===== config.mk =====
export PLATFORM = sky130hd
export DESIGN_NAME = nntr_cfg
export DESIGN_NICKNAME = d
export VERILOG_FILES = /design/src/nntr_pkg.sv /design/src/nntr_cfg.sv
export SDC_FILE = /design/constraint.sdc
export NUM_CORES = 1
export LEC_CHECK = 0
export BUFFER_PORTS_ARGS = -buffer_cell sky130_fd_sc_hd__buf_2
export CAP_MARGIN = 5
export CORE_ASPECT_RATIO = 0.5
export CORE_MARGIN = 1.5
export CORE_UTILIZATION = 45
export CTS_BUF_LIST = sky130_fd_sc_hd__clkbuf_8
export DETAILED_ROUTE_END_ITERATION = 16
export PLACE_DENSITY = 0.74
export SLEW_MARGIN = 20
export SYNTH_ARGS = -nofsm -noshare
export SYNTH_HDL_FRONTEND = slang
export SYNTH_SLANG_ARGS = --single-unit
export TNS_END_PERCENT = 5

===== constraint.sdc =====
create_clock -name i_clk -period 0.9 [get_ports i_clk]
set_input_delay 0.045 -clock i_clk [delete_from_list [all_inputs] [get_ports i_clk]]
set_output_delay 0.045 -clock i_clk [all_outputs]
set_load 0.01 [all_outputs]

===== src/nntr_pkg.sv =====
// Shared types and constants of the nearest-neighbor tile resampler.
// Holds opcodes, status codes, register indexes and controller/datapath structs.
// Depends on nothing.
package nntr_pkg;

    // Field widths of the stream words and of the configuration port.
    localparam int LOAD_INDEX_W = 12;
    localparam int PIXEL_W      = 32;
    localparam int COORD_W      = 6;
    localparam int STATUS_W     = 2;
    localparam int AIDX_W       = 20;
    localparam int S_TDATA_W    = 56;
    localparam int M_TDATA_W    = 56;
    localparam int CFG_IDX_W    = 3;
    localparam int CFG_DATA_W   = 20;

    // Configuration register widths.
    localparam int SIZE_W = 7;
    localparam int TPR_W  = 11;
    localparam int SLOT_W = 20;

    // Divider lanes work on 20-bit dividends, one quotient bit per step.
    localparam int DIV_NUM_W = 20;
    localparam int DIV_STEPS = 20;
    localparam int STEP_W    = 5;

    // Register indexes on the configuration port.
    localparam logic [CFG_IDX_W-1:0] REG_SRC_WIDTH     = 3'd0;
    localparam logic [CFG_IDX_W-1:0] REG_SRC_HEIGHT    = 3'd1;
    localparam logic [CFG_IDX_W-1:0] REG_TILE_SIZE     = 3'd2;
    localparam logic [CFG_IDX_W-1:0] REG_TILES_PER_ROW = 3'd3;
    localparam logic [CFG_IDX_W-1:0] REG_ATLAS_SIZE    = 3'd4;
    localparam logic [CFG_IDX_W-1:0] REG_TILE_SLOT     = 3'd5;

    // Reset values of the configuration registers.
    localparam logic [SIZE_W-1:0] RST_SRC_WIDTH     = 7'd16;
    localparam logic [SIZE_W-1:0] RST_SRC_HEIGHT    = 7'd16;
    localparam logic [SIZE_W-1:0] RST_TILE_SIZE     = 7'd16;
    localparam logic [TPR_W-1:0]  RST_TILES_PER_ROW = 11'd16;
    localparam logic [TPR_W-1:0]  RST_ATLAS_SIZE    = 11'd256;
    localparam logic [SLOT_W-1:0] RST_TILE_SLOT     = 20'd0;

    typedef enum logic {
        OP_LOAD  = 1'b0,
        OP_FETCH = 1'b1
    } t_opcode;

    typedef enum logic [STATUS_W-1:0] {
        ST_OK      = 2'd0,
        ST_FULL    = 2'd1,
        ST_OUTSIDE = 2'd2
    } t_status;

    typedef struct packed {
        logic [SIZE_W-1:0] src_width;
        logic [SIZE_W-1:0] src_height;
        logic [SIZE_W-1:0] tile_size;
        logic [TPR_W-1:0]  tiles_per_row;
        logic [TPR_W-1:0]  atlas_size;
        logic [SLOT_W-1:0] tile_slot;
    } t_cfg;

    // Commands from the controller to the datapath.
    typedef struct packed {
        logic    load_we;   // write the accepted load word into the store
        logic    capture;   // capture the fetch coordinates
        logic    div_load;  // start the three divider lanes
        logic    mod_load;  // latch the quotient that wraps the source index
        logic    div_step;  // one restoring step on every lane
        logic    mul1;      // first product stage
        logic    mul2;      // second product stage
        logic    aidx_en;   // final atlas index add
        logic    rd_en;     // read the pixel store
        logic    rd_mod;    // read at the wrapped index
        logic    out_load;  // load the output register
        t_status status;    // status of the result being loaded
    } t_cmd;

    // Status from the datapath to the controller.
    typedef struct packed {
        logic full;
        logic outside;
        logic sidx_small;
    } t_sts;

endpackage


===== src/nntr_cfg.sv =====
// Configuration register file of the tile resampler.
// Depends on nntr_pkg for register indexes, widths and reset values.
module nntr_cfg
    import nntr_pkg::*;
(
    input  logic                  i_clk,
    input  logic                  i_rst_n,
    input  logic                  i_wr_en,
    input  logic [CFG_IDX_W-1:0]  i_wr_index,
    input  logic [CFG_DATA_W-1:0] i_wr_data,
    output t_cfg                  o_cfg
);

    t_cfg r_cfg;
    t_cfg n_cfg;

    // Decode the write; indexes past the list are dropped.
    always_comb begin
        n_cfg = r_cfg;
        if (i_wr_en) begin
            unique case (i_wr_index)
                REG_SRC_WIDTH:     n_cfg.src_width     = i_wr_data[SIZE_W-1:0];
                REG_SRC_HEIGHT:    n_cfg.src_height    = i_wr_data[SIZE_W-1:0];
                REG_TILE_SIZE:     n_cfg.tile_size     = i_wr_data[SIZE_W-1:0];
                REG_TILES_PER_ROW: n_cfg.tiles_per_row = i_wr_data[TPR_W-1:0];
                REG_ATLAS_SIZE:    n_cfg.atlas_size    = i_wr_data[TPR_W-1:0];
                REG_TILE_SLOT:     n_cfg.tile_slot     = i_wr_data[SLOT_W-1:0];
                default:           n_cfg               = r_cfg;
            endcase
        end
    end

    always_ff @(posedge i_clk) begin
        if (!i_rst_n) begin
            r_cfg.src_width     <= RST_SRC_WIDTH;
            r_cfg.src_height    <= RST_SRC_HEIGHT;
            r_cfg.tile_size     <= RST_TILE_SIZE;
            r_cfg.tiles_per_row <= RST_TILES_PER_ROW;
            r_cfg.atlas_size    <= RST_ATLAS_SIZE;
            r_cfg.tile_slot     <= RST_TILE_SLOT;
        end else begin
            r_cfg <= n_cfg;
        end
    end

    assign o_cfg = r_cfg;

endmodule


==> impl_results.md <==
- Result of the run: completed
- Synthesized Nets: 260
- Met3 layer usage reported by global route: 0.0619
- Met2 usage in global routing: 0.379
- Worst Setup End Kind: output port
- Timing-limited maximum frequency: 1.15 GHz
- Cell variety after synth: 11
- TritonCTS sink count: 63
- Buffering stage count on the worst path with inverters included: 1
- Initial antenna violation count: 0
- Dpl ws: -0.195 ns
- Final GP Congestion: 0.713
- Portion of the post-synthesis area used by sequential elements: 0.530
- Fraction of layout cells with a size suffix above 1: 0.397
- ANT nets after route: 0
- Gate Count Post-Synth: 234
- Worst-Margin Slew: 0.274 ns
- Commonest non-fill, non-tap cells in the layout: sky130_fd_sc_hd__buf_2 (88), sky130_fd_sc_hd__nand2_1 (78), sky130_fd_sc_hd__mux2i_1 (63)
- Floorplan die area: 5760 µm²
- Final Power: 0.00557 W
- Clock input transition at the sequential cells of the worst setup and hold paths: 0.08 ns
- Site Rows: 18
- Largest net degree at the start of global routing: 39
- Die extent in y: 54.4 µm
- Total standard cell area after synthesis: 2380 µm²
- Violation count after the first detailed-route iteration: 86
- Register-to-register setup slack: 0.26 ns
- Fin crit period: 0.870 ns
- Layout-stage area growth over the synthesis result: 37.7%
- FF+latch count, synth: 63
- Arrival @ worst endpoint: 0.83 ns
- GRT Overall Usage: 0.203
- Crit path setup slack, layout: 0.0295 ns
- Required time at the endpoint of the critical path: 0.85 ns
- Final clock skew: 0 ns
- Ratio of final minimum period to clock period: 0.967
- Yosys warning count: 0
- Maximum VDD drop: 0.785 mV
- Layout Nets: 366
- Effective utilization at floorplan: 0.476
- H-tree depth reported by CTS: 3
- Pre-antenna DRT Iters: 4
- Remaining routing DRC violations: 0
- Slew Limit Fails: 0
- Cell at the slowest stage of the critical path: sky130_fd_sc_hd__dfxtp_1
- Crit path kind: flip-flop to output port
- Leakage power: 1.79 nW
- Final Cell Area: 3280 µm²
- Total half-perimeter wirelength after legalization and detailed placement: 3820 µm
- Max-slew headroom at the worst pin: 0.817
- CP delay by family, top: flip-flops
- Max reg flops: 63
- Mean area per synthesized cell: 10.2 µm²
- Number of antenna repair diodes: 0
- Vias in the first global route: 1873
- Average vias per placed instance: 4.84
- Wire length of the first global-routing pass: 8630 µm
- Final Util: 0.656
- Placeable Area: 5000 µm²
- WL/cell: 13.7 µm
- Num CTS Buffers: 9
- Total count of hold-check failures in the final report: 0
- Largest driver fanout on the critical path: 2
- Ordered cell list for the critical path: buf_2
- Final wirelength: 5680 µm
- Chip width: 106 µm
- CTS tree: done
- I/O pin count: 89
- Cell area reported after detailed placement: 2960 µm²
- Buffers added on ports: 88
- Class of the worst hold path: primary input to flip-flop
- Startpoint types: flip-flop
- Setup repair after global routing missed its margin: false
- Most common library cell in the layout ignoring fill and taps: sky130_fd_sc_hd__buf_2
- Clock latency at the later pin of the worst-skew pair: 0.33 ns
- Max-Cap Viols: 0
- Layer with the highest usage: met2
- GR met1 Demand/Resource: 0.218
- Setup violation total in the final timing report: 0
- Hold WS: 0.0111 ns
- Filler cell count: 405
- CTS Buffer Depth: 2
- Clock Tree Root: sky130_fd_sc_hd__clkbuf_8
- Total power divided by cell area: 1700 nW/µm²
- Total via count in the routed design: 2008
- Delay of the slowest critical-path stage: 0.35 ns
- Overflow after GRT: 0
cell usage after synthesis:
library cell | instances | area [µm²]
sky130_fd_sc_hd__nand2_1 | 78 | 293
sky130_fd_sc_hd__mux2i_1 | 63 | 631
sky130_fd_sc_hd__and4bb_2 | 2 | 25.0
sky130_fd_sc_hd__buf_2 | 7 | 35.0
sky130_fd_sc_hd__nand4bb_1 | 2 | 22.5
sky130_fd_sc_hd__nor2b_1 | 7 | 43.8
sky130_fd_sc_hd__clkbuf_1 | 8 | 30.0
sky130_fd_sc_hd__dfxtp_1 | 63 | 1260
sky130_fd_sc_hd__or4b_1 | 1 | 10.0
sky130_fd_sc_hd__buf_6 | 1 | 11.3
sky130_fd_sc_hd__nand4b_1 | 2 | 17.5
metal layers:
layer  part of all wire  vias to the layer above
met2               0.51                       51
met4             0.0099                        0
met3              0.057                        7
met5                  0                        -
li1                   -                      991
met1               0.43                      959
worst paths after layout:
| kind | from | endpoint | depth (start not counted) |
|---|---|---|---|
| setup reg to reg | o_cfg[53] | o_cfg[53] | 2 |
| hold reg to reg | o_cfg[17] | o_cfg[17] | 2 |
| setup / recovery | o_cfg[60] | o_cfg[60] | 1 |
| hold / removal | i_wr_data[10] | o_cfg[30] | 3 |
power breakdown:
part,internal (W),switching (W),leakage (nW)
Sequential,0.00285,0.0000299,0.517
Clock,0.00102,0.00118,0.0866
Combinational,0.000234,0.000253,1.19
per-stage QoR:
| stage | TNS (ns) | cells |
|---|---|---|
| finish | 0 | 415 |
| global route | 0 | 415 |
| CTS | 0 | 415 |
| detailed placement | -3.78 | 387 |
| global placement | -2.54 | 387 |
| floorplan | -0.260 | 234 |
cell families after synthesis:
family,count (synthesis),share of synthesized area
multiplexers,63,0.265
AND/OR/NAND/NOR,92,0.173
flip-flops,63,0.530
buffers and inverters,16,0.0321
timing repair:
item | 4_1_cts | 5_1_grt
endpoints found under the setup margin | 0 | 19
hold buffers | 12 | 0
resized for setup | 0 | 19
hold endpoints to repair | 14 | 0
setup buffers | 0 | 0
final cells by class:
cell class | instances | area [µm²] | area share
clock inverter | 7 | 55.1 | 0.0168
sequential | 63 | 1280 | 0.392
timing repair buffer | 111 | 681 | 0.208
clock buffer | 9 | 124 | 0.0378
tap | 70 | 87.6 | 0.0267
multi-input combinational | 155 | 1050 | 0.319
(Power assumes the default switching activity.)
