**src/nntr_pkg.sv**
```systemverilog
// Shared types and constants of the nearest-neighbor tile resampler.
// Holds opcodes, status codes, register indexes and controller/datapath structs.
// Depends on nothing.
package nntr_pkg;

    // Field widths of the stream words and of the configuration port.
    localparam int LOAD_INDEX_W = 12;
    localparam int PIXEL_W      = 32;
    localparam int COORD_W      = 6;
    localparam int STATUS_W     = 2;
    localparam int AIDX_W       = 20;
    localparam int S_TDATA_W    = 56;
    localparam int M_TDATA_W    = 56;
    localparam int CFG_IDX_W    = 3;
    localparam int CFG_DATA_W   = 20;

    // Configuration register widths.
    localparam int SIZE_W = 7;
    localparam int TPR_W  = 11;
    localparam int SLOT_W = 20;

    // Divider lanes work on 20-bit dividends, one quotient bit per step.
    localparam int DIV_NUM_W = 20;
    localparam int DIV_STEPS = 20;
    localparam int STEP_W    = 5;

    // Register indexes on the configuration port.
    localparam logic [CFG_IDX_W-1:0] REG_SRC_WIDTH     = 3'd0;
    localparam logic [CFG_IDX_W-1:0] REG_SRC_HEIGHT    = 3'd1;
    localparam logic [CFG_IDX_W-1:0] REG_TILE_SIZE     = 3'd2;
    localparam logic [CFG_IDX_W-1:0] REG_TILES_PER_ROW = 3'd3;
    localparam logic [CFG_IDX_W-1:0] REG_ATLAS_SIZE    = 3'd4;
    localparam logic [CFG_IDX_W-1:0] REG_TILE_SLOT     = 3'd5;

    // Reset values of the configuration registers.
    localparam logic [SIZE_W-1:0] RST_SRC_WIDTH     = 7'd16;
    localparam logic [SIZE_W-1:0] RST_SRC_HEIGHT    = 7'd16;
    localparam logic [SIZE_W-1:0] RST_TILE_SIZE     = 7'd16;
    localparam logic [TPR_W-1:0]  RST_TILES_PER_ROW = 11'd16;
    localparam logic [TPR_W-1:0]  RST_ATLAS_SIZE    = 11'd256;
    localparam logic [SLOT_W-1:0] RST_TILE_SLOT     = 20'd0;

    typedef enum logic {
        OP_LOAD  = 1'b0,
        OP_FETCH = 1'b1
    } t_opcode;

    typedef enum logic [STATUS_W-1:0] {
        ST_OK      = 2'd0,
        ST_FULL    = 2'd1,
        ST_OUTSIDE = 2'd2
    } t_status;

    typedef struct packed {
        logic [SIZE_W-1:0] src_width;
        logic [SIZE_W-1:0] src_height;
        logic [SIZE_W-1:0] tile_size;
        logic [TPR_W-1:0]  tiles_per_row;
        logic [TPR_W-1:0]  atlas_size;
        logic [SLOT_W-1:0] tile_slot;
    } t_cfg;

    // Commands from the controller to the datapath.
    typedef struct packed {
        logic    load_we;   // write the accepted load word into the store
        logic    capture;   // capture the fetch coordinates
        logic    div_load;  // start the three divider lanes
        logic    mod_load;  // latch the quotient that wraps the source index
        logic    div_step;  // one restoring step on every lane
        logic    mul1;      // first product stage
        logic    mul2;      // second product stage
        logic    aidx_en;   // final atlas index add
        logic    rd_en;     // read the pixel store
        logic    rd_mod;    // read at the wrapped index
        logic    out_load;  // load the output register
        t_status status;    // status of the result being loaded
    } t_cmd;

    // Status from the datapath to the controller.
    typedef struct packed {
        logic full;
        logic outside;
        logic sidx_small;
    } t_sts;

endpackage

```
**src/nntr_ctrl.sv**
```systemverilog
// Controller of the tile resampler: sequences loads and fetches, owns the stream handshakes.
// Depends on nntr_pkg for the command and status structs.
module nntr_ctrl
    import nntr_pkg::*;
(
    input  logic    i_clk,
    input  logic    i_rst_n,
    input  logic    i_in_valid,
    output logic    o_in_ready,
    input  t_opcode i_opcode,
    output t_cmd    o_cmd,
    input  t_sts    i_sts,
    output logic    o_out_valid,
    input  logic    i_out_ready
);

    typedef enum logic [7:0] {
        S_IDLE  = 8'b00000001,
        S_CHECK = 8'b00000010,
        S_DIV   = 8'b00000100,
        S_MUL1  = 8'b00001000,
        S_MUL2  = 8'b00010000,
        S_ADDR  = 8'b00100000,
        S_READ  = 8'b01000000,
        S_RESP  = 8'b10000000
    } t_state;

    t_state            r_state;
    t_state            n_state;
    logic [STEP_W-1:0] r_step;
    logic [STEP_W-1:0] n_step;
    t_status           r_status;
    t_status           n_status;
    logic              r_out_valid;
    logic              n_out_valid;
    logic              w_accept;
    logic              w_out_free;
    logic              w_last_step;

    assign o_in_ready  = (r_state == S_IDLE);
    assign w_accept    = i_in_valid && o_in_ready;
    assign w_out_free  = !r_out_valid || i_out_ready;
    assign w_last_step = (r_step == STEP_W'(DIV_STEPS - 1));

    // Next state and commands.
    always_comb begin
        n_state  = r_state;
        n_step   = r_step;
        n_status = r_status;
        o_cmd    = '0;
        o_cmd.status = r_status;
        unique case (r_state)
            S_IDLE: begin
                if (w_accept) begin
                    if (i_opcode == OP_FETCH) begin
                        o_cmd.capture = 1'b1;
                        n_state = S_CHECK;
                    end else begin
                        o_cmd.load_we = 1'b1;
                    end
                end
            end
            S_CHECK: begin
                if (i_sts.full) begin
                    n_status = ST_FULL;
                    n_state  = S_RESP;
                end else if (i_sts.outside) begin
                    n_status = ST_OUTSIDE;
                    n_state  = S_RESP;
                end else begin
                    o_cmd.div_load = 1'b1;
                    n_status = ST_OK;
                    n_step   = '0;
                    n_state  = S_DIV;
                end
            end
            S_DIV: begin
                o_cmd.div_step = 1'b1;
                n_step = r_step + 1'b1;
                if (w_last_step) begin
                    n_state = S_MUL1;
                end
            end
            S_MUL1: begin
                o_cmd.mul1 = 1'b1;
                n_state = S_MUL2;
            end
            S_MUL2: begin
                o_cmd.mul2 = 1'b1;
                n_state = S_ADDR;
            end
            S_ADDR: begin
                o_cmd.aidx_en = 1'b1;
                if (i_sts.sidx_small) begin
                    o_cmd.rd_en = 1'b1;
                    n_state = S_RESP;
                end else begin
                    o_cmd.mod_load = 1'b1;
                    n_state = S_READ;
                end
            end
            S_READ: begin
                o_cmd.rd_en  = 1'b1;
                o_cmd.rd_mod = 1'b1;
                n_state = S_RESP;
            end
            S_RESP: begin
                if (w_out_free) begin
                    o_cmd.out_load = 1'b1;
                    n_state = S_IDLE;
                end
            end
            default: begin
                n_state = S_IDLE;
            end
        endcase
    end

    // Output valid: set when a word is loaded, cleared when it is taken.
    always_comb begin
        n_out_valid = r_out_valid;
        if (o_cmd.out_load) begin
            n_out_valid = 1'b1;
        end else if (i_out_ready) begin
            n_out_valid = 1'b0;
        end
    end

    always_ff @(posedge i_clk) begin
        if (!i_rst_n) begin
            r_state     <= S_IDLE;
            r_step      <= '0;
            r_status    <= ST_OK;
            r_out_valid <= 1'b0;
        end else begin
            r_state     <= n_state;
            r_step      <= n_step;
            r_status    <= n_status;
            r_out_valid <= n_out_valid;
        end
    end

    assign o_out_valid = r_out_valid;

endmodule

```
**config.mk**
```make
export PLATFORM = sky130hd
export DESIGN_NAME = nntr_ctrl
export DESIGN_NICKNAME = d
export VERILOG_FILES = /design/src/nntr_pkg.sv /design/src/nntr_ctrl.sv
export SDC_FILE = /design/constraint.sdc
export NUM_CORES = 1
export LEC_CHECK = 0
export BUFFER_PORTS_ARGS = -buffer_cell sky130_fd_sc_hd__buf_2
export CAP_MARGIN = 20
export CORE_AREA = 2 2 49 51
export CTS_BUF_LIST = sky130_fd_sc_hd__clkbuf_16
export CTS_CLUSTER_SIZE = 12
export DETAILED_ROUTE_END_ITERATION = 10
export DIE_AREA = 0 0 51 53
export SYNTH_ARGS = -nofsm -noshare
export SYNTH_HDL_FRONTEND = slang
export SYNTH_SLANG_ARGS = --single-unit
```
**constraint.sdc**
```tcl
create_clock -name i_clk -period 4.8 [get_ports i_clk]
set_input_delay 0.72 -clock i_clk [delete_from_list [all_inputs] [get_ports i_clk]]
set_output_delay 0.72 -clock i_clk [all_outputs]
set_load 0.1 [all_outputs]
```
==> out/qor.yml <==
final_layout_size_suffix_gt1_share_pct: 24.0
total_leakage_power_nw: 0.482
max_freq_ghz: 0.337
layout-area-overhead-vs-synth_pct: 25.3
detailedRoute.firstPassIterationCount: 7
wire_length_of_the_first_global_routing_pass_mm: 2.96
detailroute.wirelength.met3_um: 81
post_synth_and_or_nand_nor_area_fraction_pct: 38.9
cp_data_required_time_ns: 4.08
dr.first_iter.drc_count: 8
clock_latency_ns: 0.24
drt-vias-per-instance: 5.26
placement_rows: 17
finalNetCount: 136
nFillCells: 220
r2r_slack_ns: 2.89
floorplan_die_area_um2: 2700
initial_utilization_pct: 38.4
setup_repair_after_global_routing_missed_its_margin: "no"
yosys_warnings: 0
sink_count_of_the_clock_tree: 16
drv_slew: 0
final.setup.tns_ns: 0
net_count_after_synthesis: 111
worst_setup_hold_path_clk_slew_ns: 0.05
critPathBufInv: 1
dpl_worst_slack_ns: 2.09
timing.max_slew.rel_slack_pct: 43.4
met1Wirelength_um: 874
worst_hold_startpoint: "r_status[0]$_SDFFE_PN0P_"
cts_max_level: 1
clock_path_buffers: 2
hold-worst-slack_ns: 0.454
clock_tree_from_tritoncts: "yes"
tightest_slew_ns: 0.837
area_fraction_in_compound_gates_after_synthesis_pct: 12.0
cts.root.buffer_cell: "sky130_fd_sc_hd__clkbuf_16"
die-height_um: 53
syn-mean-instance-area_um2: 8.10
residual_drc: 0
yosys-mux-area-fraction_pct: 0
postRouteAntennaNets: 0
crit_family: "simple AND/OR/NAND/NOR gates"
antenna_cells: 0
global_route.overflow_total: 0
holdBufCountCts: 0
cts_setup_buffers: 0
synth_fa_ha_area_share_pct: 1.52
areal_power_density_over_the_cells_nw_per_um2: 325
antenna_found_initial: 0
cts_made_buffers: 3
synth_xor_area_share_pct: 4.24
grt_start_max_net_pins: 13
routed-wl-met2_um: 903
outcome: "finished clean"
timing.hold.worst_endpoint: "r_status[0]$_SDFFE_PN0P_"
synth_sequential_area_ratio_pct: 38.8
core_area_um2: 2150
holdCritPathClass: "reg -> reg"
cp_slowest_stage_delay_ns: 0.55
setup_slack_ns: 1.83
crit_path_start_kind: "flop"
worstReg2RegEnd: "r_state[0]$_SDFFE_PN1P_"
place.gp.congestion: 0.774
peakVddDrop_uv: 184
place.port_buffers: 22
holdPathStages: 2
timing.critical_path.fanout_max: 6
postCtsResizedCells: 0
netlist_instances: 102
critPathSlowestCell: "sky130_fd_sc_hd__or4_1"
synth_seq_cells: 16
timing.critical_path.cells: "or4_1, or3_4, or2_4, nor2_1, buf_2"
die_w_um: 51
critical_path.endpoint_type: "primary output"
post-route-period-util_pct: 61.9
netlist-cell-type-count: 35
highest_layer: "met4"
worstRegToRegCells: 4
first_global_vias: 700
reg2reg_from: "r_state[2]$_SDFFE_PN0P_"
fin_hold_viols: 0
num_vias: 805
cap_viol_max_count: 0
finalSetupViolations: 0
ioPinCount: 23
grt.total_usage_pct: 14.8
total_power_w: 0.000336
synth_area_um2: 826
finalWirelength_mm: 1.87
finalWorstPathRequiredPeriod_ns: 2.97
timing.setup.critical_path_class: "reg -> out"
main_combinational_cell_family_by_area_after_synthesis: "simple AND/OR/NAND/NOR gates"
average_detailed_routed_wire_length_per_instance_um: 12.2
hpwlAfterDp_mm: 1.42
arrival_time_of_data_at_the_critical_path_endpoint_ns: 2.25
final.setup_skew_ns: 0.00153
[cells by family after synthesis]
kind of cell	count (synthesis)
simple gates	58
flops	16
compound gates	15
buf+inv	8
xor+xnor	4
fa+ha+maj	1
[per-layer routing]
| metal | global-route usage [%] | up-vias |
|---|---|---|
| met3 | 3.67 | 2 |
| li1 | - | 414 |
| met1 | 17.4 | 374 |
| met5 | 0 | - |
| met4 | 6.31 | 0 |
| met2 | 25.3 | 15 |
[worst max path at each step]
| stage | from | to | cells after the start |
|---|---|---|---|
| 3_3_place_gp | r_state[0]$_SDFFE_PN1P_ | o_cmd[9] | 5 |
| 5_1_grt | r_state[1]$_SDFFE_PN0P_ | o_cmd[10] | 4 |
| 2_1_floorplan | r_state[7]$_SDFFE_PN0P_ | o_cmd[12] | 4 |
| 3_5_place_dp | r_state[0]$_SDFFE_PN1P_ | o_cmd[9] | 5 |
| 4_1_cts | r_state[0]$_SDFFE_PN1P_ | o_cmd[9] | 5 |
| 6_report | r_state[0]$_SDFFE_PN1P_ | o_cmd[9] | 5 |
[cell type report]
cell class              count  area (um^2)  share of cell area, %
multi-input cells          78          468                   45.2
clock buffers               3         75.1                   7.26
inverters                   5         18.8                   1.81
flip-flops and latches     16          320                   31.0
repair buffers             23          118                   11.4
well taps                  28         35.0                   3.39
[where the power goes]
part,total (W),leakage (nW),switching [W],internal [W]
registers,0.000137,0.129,0.00000182,0.000135
logic,0.0000421,0.316,0.0000320,0.0000102
clock network,0.000157,0.0370,0.0000481,0.000109
[stage by stage]
| step | cells | util (%) | cell area, um^2 |
|---|---|---|---|
| detailed placement | 150 | 44.7 | 960 |
| CTS | 153 | 48.2 | 1030 |
| finish | 153 | 48.2 | 1030 |
| global placement | 150 | 44.7 | 960 |
| floorplan | 102 | - | 826 |
| global route | 153 | 48.2 | 1030 |
[Yosys cell counts]
| library cell | number | area share, % |
|---|---|---|
| sky130_fd_sc_hd__nor3_1 | 2 | 1.2 |
| sky130_fd_sc_hd__ha_1 | 1 | 1.5 |
| sky130_fd_sc_hd__nor4_1 | 2 | 1.5 |
| sky130_fd_sc_hd__nand3b_1 | 1 | 0.91 |
| sky130_fd_sc_hd__and3_1 | 1 | 0.76 |
| sky130_fd_sc_hd__o21ai_0 | 1 | 0.61 |
| sky130_fd_sc_hd__nand2_1 | 10 | 4.5 |
| sky130_fd_sc_hd__o21a_1 | 1 | 0.91 |
| sky130_fd_sc_hd__and2_1 | 1 | 0.76 |
| sky130_fd_sc_hd__clkbuf_1 | 1 | 0.45 |
| sky130_fd_sc_hd__a31oi_1 | 2 | 1.5 |
| sky130_fd_sc_hd__nand4b_1 | 1 | 1.1 |
| sky130_fd_sc_hd__nand3_1 | 10 | 6.1 |
| sky130_fd_sc_hd__or4_1 | 1 | 0.91 |
| sky130_fd_sc_hd__a211o_2 | 1 | 1.2 |
| sky130_fd_sc_hd__nor2_1 | 13 | 5.9 |
| sky130_fd_sc_hd__or3_4 | 1 | 1.4 |
| sky130_fd_sc_hd__nand2b_1 | 3 | 2.3 |
| sky130_fd_sc_hd__buf_4 | 2 | 1.8 |
| sky130_fd_sc_hd__dfxtp_1 | 16 | 39 |
| sky130_fd_sc_hd__inv_1 | 5 | 2.3 |
| sky130_fd_sc_hd__xor2_1 | 4 | 4.2 |
| sky130_fd_sc_hd__nand4_1 | 2 | 1.5 |
| sky130_fd_sc_hd__nor4b_1 | 3 | 3.2 |
| sky130_fd_sc_hd__o41ai_1 | 1 | 1.1 |
| sky130_fd_sc_hd__and4b_1 | 1 | 1.2 |
| sky130_fd_sc_hd__a21oi_1 | 6 | 3.6 |
| sky130_fd_sc_hd__nor3b_1 | 1 | 0.91 |
| sky130_fd_sc_hd__a211oi_1 | 1 | 0.91 |
| sky130_fd_sc_hd__nor2b_1 | 2 | 1.5 |
| sky130_fd_sc_hd__nor3_2 | 1 | 1.2 |
| sky130_fd_sc_hd__o221ai_1 | 1 | 1.1 |
| sky130_fd_sc_hd__o311ai_1 | 1 | 1.1 |
| sky130_fd_sc_hd__or2_4 | 1 | 1.1 |
| sky130_fd_sc_hd__and4_1 | 1 | 1.1 |
[registers in the layout, summed over array words and instances (netlist names)]
| name | cells |
|---|---|
| o_out_valid | 1 |
| r_state | 8 |
| r_status | 2 |
| r_step | 5 |
[worst reg2reg max path, cell delays in order, from the launching register on]
cell and delay [ns]:
sky130_fd_sc_hd__dfxtp_1 0.44, sky130_fd_sc_hd__nor4b_1 0.67, sky130_fd_sc_hd__o311ai_1 0.37, sky130_fd_sc_hd__nand3_1 0.17, sky130_fd_sc_hd__o221ai_1 0.11
[placed cells by master, fill, tap and decap left out, types with 2 or more instances in the layout]
master                      Yosys  final
sky130_fd_sc_hd__nand2_1       10     10
sky130_fd_sc_hd__a21oi_1        6      6
sky130_fd_sc_hd__nand2b_1       3      3
sky130_fd_sc_hd__nand4_1        2      2
sky130_fd_sc_hd__nor4b_1        3      3
sky130_fd_sc_hd__a31oi_1        2      2
sky130_fd_sc_hd__nor2_1        13     13
sky130_fd_sc_hd__nor4_1         2      2
sky130_fd_sc_hd__xor2_1         4      4
sky130_fd_sc_hd__nor2b_1        2      2
sky130_fd_sc_hd__clkbuf_16      0      3
sky130_fd_sc_hd__buf_2          0     22
sky130_fd_sc_hd__nand3_1       10     10
sky130_fd_sc_hd__dfxtp_1       16     16
sky130_fd_sc_hd__nor3_1         2      2
sky130_fd_sc_hd__inv_1          5      5
(Power assumes the default switching activity.)
